## config.mk

```make
export PLATFORM = sky130hd
export DESIGN_NAME = mwwt_front
export DESIGN_NICKNAME = d
export VERILOG_FILES = /design/src/hw/rtl/mwwt_pkg.sv /design/src/hw/rtl/mwwt_front.sv
export SDC_FILE = /design/constraint.sdc
export NUM_CORES = 1
export LEC_CHECK = 0
export ABC_AREA = 1
export BUFFER_PORTS_ARGS = -buffer_cell sky130_fd_sc_hd__buf_2
export CORE_AREA = 5 5 103 105
export DETAILED_ROUTE_END_ITERATION = 6
export DIE_AREA = 0 0 108 110
export PLACE_DENSITY = 0.95
export SYNTH_ARGS = -nofsm -noshare
export SYNTH_HDL_FRONTEND = slang
export SYNTH_SLANG_ARGS = --single-unit
```

## constraint.sdc

```tcl
create_clock -name vclk -period 2.6
set_input_delay 0.52 -clock vclk [all_inputs]
set_output_delay 0.52 -clock vclk [all_outputs]
set_load 0.02 [all_outputs]
```

## src/hw/rtl/mwwt_pkg.sv

```systemverilog
package mwwt_pkg;

  // Table geometry
  localparam int WATCH_ENTRIES = 16;
  localparam int ADDR_BITS     = 48;
  localparam int TAG_BITS      = 16;

  // Fixed port widths
  localparam int IN_CMD_W    = 2;
  localparam int IN_ADDR_W   = 48;
  localparam int IN_SIZE_W   = 32;
  localparam int IN_TAG_W    = 16;
  localparam int OUT_STAT_W  = 3;
  localparam int OUT_TAG_W   = 16;
  localparam int OUT_COUNT_W = 5;

  // Derived widths
  localparam int TAG_W    = (TAG_BITS < IN_TAG_W) ? TAG_BITS : IN_TAG_W;
  localparam int END_BITS = ADDR_BITS + 1;
  localparam int IDX_BITS = $clog2(WATCH_ENTRIES);
  localparam int CNT_BITS = $clog2(WATCH_ENTRIES + 1);

  // Front-to-back queue
  localparam int Q_DEPTH    = 2;
  localparam int Q_PTR_BITS = $clog2(Q_DEPTH);
  localparam int Q_CNT_BITS = $clog2(Q_DEPTH + 1);

  typedef enum logic [IN_CMD_W-1:0] {
    CMD_ADD    = 2'd0,
    CMD_REMOVE = 2'd1,
    CMD_CHECK  = 2'd2,
    CMD_RSVD   = 2'd3
  } cmd_t;

  typedef enum logic [OUT_STAT_W-1:0] {
    ST_ADDED    = 3'd0,
    ST_IGNORED  = 3'd1,
    ST_FULL     = 3'd2,
    ST_REMOVED  = 3'd3,
    ST_NOTFOUND = 3'd4,
    ST_HIT      = 3'd5,
    ST_NOHIT    = 3'd6
  } status_t;

  typedef enum logic [1:0] {
    OP_ADD,
    OP_REMOVE,
    OP_CHECK,
    OP_IGNORE
  } op_kind_t;

  typedef enum logic {
    BK_IDLE,
    BK_EMIT
  } back_state_t;

  // Decoded operation as handed from front to back
  typedef struct packed {
    op_kind_t                kind;
    logic [ADDR_BITS-1:0]    addr;
    logic [IN_SIZE_W-1:0]    size;
    logic [TAG_W-1:0]        tag;
    logic [END_BITS-1:0]     wend;
  } op_t;

  typedef struct packed {
    logic push;
    op_t  op;
  } q_wr_t;

  typedef struct packed {
    logic valid;
    op_t  op;
  } q_rd_t;

endpackage

```

## src/hw/rtl/mwwt_front.sv

```systemverilog
module mwwt_front (
  input  logic                           in_valid,
  output logic                           in_ready,
  input  logic [mwwt_pkg::IN_CMD_W-1:0]  in_cmd,
  input  logic [mwwt_pkg::IN_ADDR_W-1:0] in_addr,
  input  logic [mwwt_pkg::IN_SIZE_W-1:0] in_size,
  input  logic [mwwt_pkg::IN_TAG_W-1:0]  in_tag,
  input  logic                           q_full,
  output mwwt_pkg::q_wr_t                q_wr
);
  import mwwt_pkg::*;

  logic [ADDR_BITS-1:0] addr_m;
  logic                 zero_arg;
  op_kind_t             kind;

  assign addr_m   = in_addr[ADDR_BITS-1:0];
  assign zero_arg = (addr_m == '0) || (in_size == '0);

  // Classify the command; degenerate adds and checks, and the reserved command, collapse to ignore
  always_comb begin
    case (cmd_t'(in_cmd))
      CMD_ADD:    kind = zero_arg ? OP_IGNORE : OP_ADD;
      CMD_REMOVE: kind = OP_REMOVE;
      CMD_CHECK:  kind = zero_arg ? OP_IGNORE : OP_CHECK;
      default:    kind = OP_IGNORE;
    endcase
  end

  // End of region, one bit wider so it never wraps
  assign in_ready        = !q_full;
  assign q_wr.push       = in_valid && !q_full;
  assign q_wr.op.kind    = kind;
  assign q_wr.op.addr    = addr_m;
  assign q_wr.op.size    = in_size;
  assign q_wr.op.tag     = in_tag[TAG_W-1:0];
  assign q_wr.op.wend    = END_BITS'(addr_m) + END_BITS'(in_size);

endmodule

```

==> results.json <==
{
  "vias": 7963,
  "finalWirelength_um": 28600,
  "critPathLaunchType": "input pin",
  "power_density_mw_per_mm2": 291,
  "first_iter_violations": 1798,
  "clkbuf_count": 0,
  "die-area_mm2": 0.0119,
  "initial_core_util_pct": 47.0,
  "finalSetupViolCount": 40,
  "swShare_pct": 62.7,
  "final_core_util_pct": 75.6,
  "synth.area.top_cells": "nand2_1 (28%), buf_4 (16%), inv_1 (14%)",
  "nFlopsAndLatches": 0,
  "fmax_mhz": 338,
  "hold_buffers": 0,
  "leakagePower_nw": 4.17,
  "rsz0062_at_grt": "yes",
  "die_w_um": 108,
  "vias_per_cell": 6.33,
  "fin_ws_ns": -0.361,
  "synth_warnings": 0,
  "syn_area_mm2": 0.00449,
  "numPortBuffers": 217,
  "synth-xor-area-share_pct": 5.27,
  "critical_path_class": "input pin to primary output",
  "fp-row-count": 36,
  "finalCritPeriodShare_pct": 114,
  "synth_top_family_by_area": "simple AND/OR/NAND/NOR gates",
  "detail-route-antenna-nets": 0,
  "dp_hpwl_um": 15300,
  "dieHeight_um": 110,
  "violations": "DRC, setup timing",
  "grt_pass1_vias": 6528,
  "cp_max_fo": 4,
  "p_seq_share_pct": 0,
  "status": "complete, but fails checks",
  "grt_max_degree": 9,
  "crit_required_ns": 2.08,
  "synth_fp_nets": 1037,
  "grt_use_total_pct": 32.2,
  "wl_per_cell_um": 22.7,
  "yosys.area.top_type_share_pct": 28.4,
  "synth_compound_area_share_pct": 2.17,
  "yosys.area.top_type": "nand2_1",
  "synth-simple-area-share_pct": 51.9,
  "num-fill-cells": 599,
  "synthTopCellsByCount": "nand2_1 (340), inv_1 (173), buf_4 (96)",
  "drive_gt1_share_pct": 49.7,
  "syn_inst": 904,
  "p_sw_w": 0.00132,
  "seqCellArea_um2": 0,
  "remaining_drc_errors": 583,
  "max_slew.worst_pin.slew_ns": 0.351,
  "pwr-share-comb_pct": 100.0,
  "internal-power_w": 0.000783,
  "ys_types": 24,
  "clockPowerShare_pct": 0,
  "syn_to_final_growth_pct": 60.9,
  "diodes": 0,
  "hold_class": "input pin to primary output",
  "syn_area_per_cell_um2": 4.96,
  "antenna_found_initial": 0,
  "hold_slack_ns": 1.04,
  "hold_start": "in_tag[9]",
  "synth_fa_ha_area_share_pct": 9.37,
  "grt_pass1_wl_um": 30800,
  "cp-startpoint": "in_addr[13]",
  "min_period_ns": 2.96,
  "maxSlewHeadroom_pct": 76.4,
  "fin_nets": 1259,
  "hold_viol_final": 0,
  "slew_viol_final": 0,
  "core_mm2": 0.00955,
  "ioPinCount": 249,
  "grt_overflow_total": 0,
  "ir_worst_vdd_v": 0.000163,
  "arrival_ns": 2.44,
  "muxShareOfSynthArea_pct": 0,
  "cp-end-kind": "primary output",
  "maxCapViolCount": 0,
  "synthMostInstantiatedCell": "nand2_1",
  "place_congestion": 1.04,
  "synth_seq_area_share_pct": 0,
  "drt_pass1_iterations": 7
}
[power by group through the flow]
stage	registers (W)	clock network [W]	logic, W
floorplan	0	0	0.000922
global placement	0	0	0.00138
detailed placement	0	0	0.00141
CTS	0	0	0.00156
global route	0	0	0.00217
finish	0	0	0.00210
[kinds of logic after synthesis]
| family | Yosys count |
|---|---|
| simple gates | 547 |
| buf+inv | 278 |
| fa+ha+maj | 33 |
| xor+xnor | 27 |
| compound gates | 19 |
[timing repair]
item	CTS	global route
resized for setup	98	248
setup buffers	2	10
gates cloned	0	0
pin swaps	16	52
setup endpoints to repair	39	41
[per-stage QoR]
stage	area, um2	instances	setup TNS, ns	power [W]	worst slack [ns]
finish	7220	1257	-5.94	0.00210	-0.361
global route	7220	1257	-8.70	0.00217	-0.423
CTS	6240	1247	-0.323	0.00156	-0.0918
detailed placement	5690	1246	-4.40	0.00141	-0.230
global placement	5690	1246	-3.07	0.00138	-0.177
floorplan	4500	904	0	0.000922	0.0276
[layout by cell type (no fill, tap or decap), types with 3 or more instances in the layout]
master	count
nand2_4	28
buf_4	118
inv_1	163
xor2_1	18
nand3_4	6
ha_4	31
nand3_2	13
nor2_1	63
buf_6	21
nand4_1	15
buf_2	175
a21oi_2	9
xor2_2	8
nand3_1	37
nor2_4	27
inv_2	18
nor4_1	9
nor3_1	5
nand2_1	242
nor2_2	14
nor3_4	3
a21oi_1	5
nand2_2	75
[area by class of cell]
class                           count  area [um2]  share of cell area (%)
Timing Repair Buffer              316        2030                    28.1
Tap cell                          133         166                    2.30
Multi-Input combinational cell    626        4340                    60.1
Inverter                          182         686                    9.50
[final timing paths]
check	endpoint	cells past startpoint
setup / recovery	q_wr[39]	14
hold / removal	q_wr[58]	0
[routing by layer]
metal	wire length, um	part of all wire (%)	GRT usage, %	vias to the layer above
met5	0	0	0	-
met4	3490	12	20.8	0
met3	4710	16	6.29	481
met2	11900	42	58.2	1040
li1	-	-	-	3066
met1	8470	30	34.3	3376
[worst max-delay path: stages]
cell     delay, ns
buf_4         0.16
ha_4          0.37
nand2_4       0.11
nor2_4        0.14
buf_4         0.14
nand2_2       0.09
nor2_1        0.22
nand2_1       0.11
nand3_2       0.13
nand2_2       0.08
nand2_1       0.07
nand2_1       0.07
nand2_1       0.09
buf_6         0.12
Note: power is estimated with default switching activity, not from simulation.
