--- src/hw/rtl/mwwt_pkg.sv ---
package mwwt_pkg;

  // Table geometry
  localparam int WATCH_ENTRIES = 16;
  localparam int ADDR_BITS     = 48;
  localparam int TAG_BITS      = 16;

  // Fixed port widths
  localparam int IN_CMD_W    = 2;
  localparam int IN_ADDR_W   = 48;
  localparam int IN_SIZE_W   = 32;
  localparam int IN_TAG_W    = 16;
  localparam int OUT_STAT_W  = 3;
  localparam int OUT_TAG_W   = 16;
  localparam int OUT_COUNT_W = 5;

  // Derived widths
  localparam int TAG_W    = (TAG_BITS < IN_TAG_W) ? TAG_BITS : IN_TAG_W;
  localparam int END_BITS = ADDR_BITS + 1;
  localparam int IDX_BITS = $clog2(WATCH_ENTRIES);
  localparam int CNT_BITS = $clog2(WATCH_ENTRIES + 1);

  // Front-to-back queue
  localparam int Q_DEPTH    = 2;
  localparam int Q_PTR_BITS = $clog2(Q_DEPTH);
  localparam int Q_CNT_BITS = $clog2(Q_DEPTH + 1);

  typedef enum logic [IN_CMD_W-1:0] {
    CMD_ADD    = 2'd0,
    CMD_REMOVE = 2'd1,
    CMD_CHECK  = 2'd2,
    CMD_RSVD   = 2'd3
  } cmd_t;

  typedef enum logic [OUT_STAT_W-1:0] {
    ST_ADDED    = 3'd0,
    ST_IGNORED  = 3'd1,
    ST_FULL     = 3'd2,
    ST_REMOVED  = 3'd3,
    ST_NOTFOUND = 3'd4,
    ST_HIT      = 3'd5,
    ST_NOHIT    = 3'd6
  } status_t;

  typedef enum logic [1:0] {
    OP_ADD,
    OP_REMOVE,
    OP_CHECK,
    OP_IGNORE
  } op_kind_t;

  typedef enum logic {
    BK_IDLE,
    BK_EMIT
  } back_state_t;

  // Decoded operation as handed from front to back
  typedef struct packed {
    op_kind_t                kind;
    logic [ADDR_BITS-1:0]    addr;
    logic [IN_SIZE_W-1:0]    size;
    logic [TAG_W-1:0]        tag;
    logic [END_BITS-1:0]     wend;
  } op_t;

  typedef struct packed {
    logic push;
    op_t  op;
  } q_wr_t;

  typedef struct packed {
    logic valid;
    op_t  op;
  } q_rd_t;

endpackage

--- src/hw/rtl/mwwt_queue.sv ---
module mwwt_queue (
  input  logic            clk,
  input  logic            rst_n,
  input  mwwt_pkg::q_wr_t q_wr,
  output logic            q_full,
  output mwwt_pkg::q_rd_t q_rd,
  input  logic            q_pop
);
  import mwwt_pkg::*;

  op_t                   mem_r [Q_DEPTH];
  logic [Q_PTR_BITS-1:0] wr_ptr_r, wr_ptr_nxt;
  logic [Q_PTR_BITS-1:0] rd_ptr_r, rd_ptr_nxt;
  logic [Q_CNT_BITS-1:0] cnt_r, cnt_nxt;
  logic                  do_push, do_pop;

  assign q_full     = (cnt_r == Q_CNT_BITS'(Q_DEPTH));
  assign q_rd.valid = (cnt_r != '0);
  assign q_rd.op    = mem_r[rd_ptr_r];
  assign do_push    = q_wr.push && !q_full;
  assign do_pop     = q_pop && q_rd.valid;

  // Pointer and occupancy update
  always_comb begin
    wr_ptr_nxt = wr_ptr_r;
    rd_ptr_nxt = rd_ptr_r;
    cnt_nxt    = cnt_r;
    if (do_push) begin
      wr_ptr_nxt = (wr_ptr_r == Q_PTR_BITS'(Q_DEPTH - 1)) ? '0 : wr_ptr_r + 1'b1;
    end
    if (do_pop) begin
      rd_ptr_nxt = (rd_ptr_r == Q_PTR_BITS'(Q_DEPTH - 1)) ? '0 : rd_ptr_r + 1'b1;
    end
    if (do_push && !do_pop) begin
      cnt_nxt = cnt_r + 1'b1;
    end else if (do_pop && !do_push) begin
      cnt_nxt = cnt_r - 1'b1;
    end
  end

  always_ff @(posedge clk) begin
    if (!rst_n) begin
      wr_ptr_r <= '0;
      rd_ptr_r <= '0;
      cnt_r    <= '0;
    end else begin
      wr_ptr_r <= wr_ptr_nxt;
      rd_ptr_r <= rd_ptr_nxt;
      cnt_r    <= cnt_nxt;
    end
  end

  // Storage
  always_ff @(posedge clk) begin
    if (do_push) begin
      mem_r[wr_ptr_r] <= q_wr.op;
    end
  end

endmodule

--- config.mk ---
export PLATFORM = sky130hd
export DESIGN_NAME = mwwt_queue
export DESIGN_NICKNAME = d
export VERILOG_FILES = /design/src/hw/rtl/mwwt_pkg.sv /design/src/hw/rtl/mwwt_queue.sv
export SDC_FILE = /design/constraint.sdc
export NUM_CORES = 1
export LEC_CHECK = 0
export BUFFER_PORTS_ARGS = -buffer_cell sky130_fd_sc_hd__buf_2
export CORE_MARGIN = 2
export CORE_UTILIZATION = 57
export DETAILED_ROUTE_END_ITERATION = 7
export PLACE_DENSITY = 0.88
export SLEW_MARGIN = 10
export SYNTH_ARGS = -nofsm -noshare
export SYNTH_HDL_FRONTEND = slang
export SYNTH_SLANG_ARGS = --single-unit
export TNS_END_PERCENT = 30
--- constraint.sdc ---
create_clock -name clk -period 17.5 [get_ports clk]
set_input_delay 1.75 -clock clk [delete_from_list [all_inputs] [get_ports clk]]
set_output_delay 1.75 -clock clk [all_outputs]
set_load 0.005 [all_outputs]
==> impl_metrics.csv <==
group,metric,value,unit
pwr,peakVddDrop,112,uV
die,die_h,145,um
critical_path,r2r_cells,5,
clock_network,clk_latency,0.53,ns
yosys,yosys_warnings,0,
timing,finalCritPeriodShare,25.0,%
critical_path,critical_path.top_delay_family,"buffers and inverters",
yosys,yosys.cell_types.count,26,
timing,skew,0.00984,ns
routing,initialDrtViolationCount,278,
clock_network,post-cts-setup-buffers,0,
run,cap_violations,0,
critical_path,max_stage_delay,0.86,ns
yosys,synth-seq-cells,299,
die,initial_core_util,58.1,%
grt,overflow,0,
clock_network,cts.sinks,299,
critical_path,cp-start-kind,"flip-flop",
place,port_buffers,299,
clock_network,cts_buffers,30,
critical_path,critical_path_peak_fanout,62,
yosys,synth_edf_count,294,
timing,slew-limit-headroom,29.2,%
hold_path,min-delay-start,"cnt_r[1]$_SDFFE_PN0P_",
grt,grt_pass1_vias,5851,
grt,grt_usage,18.9,%
timing,period_needed,4.37,ns
yosys,seq_area_frac_synth,78.6,%
routing,finalWirelength,20900,um
routing,wl_per_cell,19.2,um
critical_path,crit_chain,"buf_4 > mux2_1 > buf_2",
final_layout,num-fill-cells,1230,
place,post-dp-hpwl,13700,um
die,die_w,145,um
run_status,status,"finished clean",
final_layout,register_area,8930,um2
critical_path,critPathBufInv,2,
grt,grt_pass1_wl,30900,um
clock_network,ctsResizeCount,0,
critical_path,rr_startpoint,"cnt_r[0]$_SDFFE_PN0P_",
critical_path,critPathKind,"reg2out",
yosys,syn_area,11400,um2
timing,worst_pin_slew,1.06,ns
final_layout,most-common-layout-cells,"299 x buf_2, 294 x edfxtp_1, 100 x mux2_4",
final_layout,areaGrowthSynthToFinish,22.2,%
routing,vias_per_cell,5.14,
timing,rsz0062_at_grt,"false",
yosys,synthArstFlopShare,0,%
die,io_pins,300,
die,die_area,21100,um2
hold_path,hold_depth,2,
clock_network,root_buffer,"clkbuf_16",
final_layout,layout_commonest_cell,"buf_2",
final_layout,drive_above_1_share,56.4,%
yosys,syn-num-nets,634,
critical_path,cp.required,15.75,ns
hold_path,holdPathEnd,"cnt_r[1]$_SDFFE_PN0P_",
critical_path,cp_slowest_cell,"buf_4",
clock_network,hold_buffers,0,
yosys,synthCells,482,
yosys,syn_area_per_cell,23.6,um2
routing,vias,5601,
clock_network,cts_tree,"built",
grt,grt_start_max_net_pins,75,
clock_network,h-tree-depth,1,
critical_path,arrival,2.62,ns
yosys,synthFlopType,"edfxtp_1",
timing,drv_slew,0,
clock_network,clockBufferDepth,3,
pwr,total_power,0.00198,W
pwr,leakage,5.38,nW
hold_path,hold_class,"reg2reg",
die,fp-row-count,51,
place,place.gp.congestion,0.771,
timing,hold_viol_final,0,
clock_network,clkSlewWorstSetupHoldPaths,0.06,ns
routing,drt_first_pass_iters,5,
grt,antenna_found_initial,7,
critical_path,r2r_slack,14.28,ns
timing,tns,0,ns
final_layout,multi_input_area,2170,um2
die,core_area,19500,um2
pwr,power_density,143,nW/um2
critical_path,r2r_end,"mem_r[0][134]$_DFFE_PP_",
timing,setup_viol,0,
final_layout,layout.nets,955,
timing,fmax,0.229,GHz
critical_path,end_kind,"primary output",
routing,drc_errors,0,
routing,ant_nets,0,
## registers in the layout (all words and copies together), names as in the netlist, named ones only
name / cells
rd_ptr_r: 1
mem_r: 294
wr_ptr_r: 1
cnt_r: 2
## worst register-to-register path, stage by stage (launching register included)
cell	delay (ns)
dfxtp_1	0.40
nand2b_1	0.18
inv_2	0.08
nor3_4	0.39
buf_4	0.82
buf_4	0.93
## metrics by stage
| stage | cell area (um2) | instances | hold WS [ns] | setup slack, ns | util [%] |
|---|---|---|---|---|---|
| after global routing | 13900 | 1090 | 0.566 | 12.99 | 71.1 |
| after global placement | 13000 | 1036 | 0.500 | 13.00 | 66.5 |
| after floorplan | 11400 | 482 | 0.479 | 9.39 | - |
| final | 13900 | 1090 | 0.547 | 13.13 | 71.1 |
| after CTS | 13900 | 1086 | 0.534 | 13.06 | 71.0 |
| after detailed placement | 13000 | 1036 | 0.525 | 12.97 | 66.5 |
## layout make-up
class,instances,share of cell area [%]
clock buffers,41,5.86
multi-input cells,165,15.6
clock inverters,9,0.496
inverters,2,0.0541
diodes,4,0.0721
flip-flops and latches,299,64.4
well taps,265,2.39
repair buffers,305,11.1
## cell usage after synthesis (2+ instances only)
cell / n / share of area, %
dfxtp_1: 5 / 0.88
xnor2_1: 2 / 0.15
edfxtp_1: 294 / 78
buf_12: 10 / 1.8
mux2_4: 100 / 13
mux2_2: 17 / 1.7
buf_6: 4 / 0.40
mux2_1: 30 / 3.0
and2_1: 3 / 0.17
## worst max path at each step
stage / from / to / slack, ns / cells after the start
CTS: flip-flop / q_rd[123] / 13.06 / 3
global route: flip-flop / q_rd[123] / 12.99 / 3
global placement: q_wr[147] / mem_r[0][98]$_DFFE_PP_ / 13.00 / 5
detailed placement: q_wr[147] / mem_r[0][135]$_DFFE_PP_ / 12.97 / 5
finish: flip-flop / q_rd[123] / 13.13 / 3
floorplan: q_wr[147] / mem_r[0][0]$_DFFE_PP_ / 9.39 / 2
## routing by layer
| metal | GRT usage (%) | vias to the layer above | wire (um) |
|---|---|---|---|
| li1 | - | 2553 | - |
| met1 | 21.7 | 2733 | 7710 |
| met2 | 33.6 | 256 | 10900 |
| met3 | 5.38 | 55 | 1630 |
| met4 | 7.35 | 4 | 641 |
| met5 | 0 | - | 23 |
## power breakdown
part | switching (W) | leakage (nW) | internal [W]
combinational | 0.000218 | 2.17 | 0.000254
sequential | 0.0000339 | 2.79 | 0.000902
clock | 0.000237 | 0.431 | 0.000336
total | 0.000489 | 5.38 | 0.00149
## cells by family after synthesis
kind of cell	count (synthesis)	synth area share, %
muxes	147	17.9
DFF	299	78.6
and+or+nand+nor	9	0.507
adders and majority gates	1	0.110
AOI/OAI and AO/OA	5	0.287
buffers and inverters	18	2.34
xor gates and xnor gates	3	0.231
(Power assumes the default switching activity.)
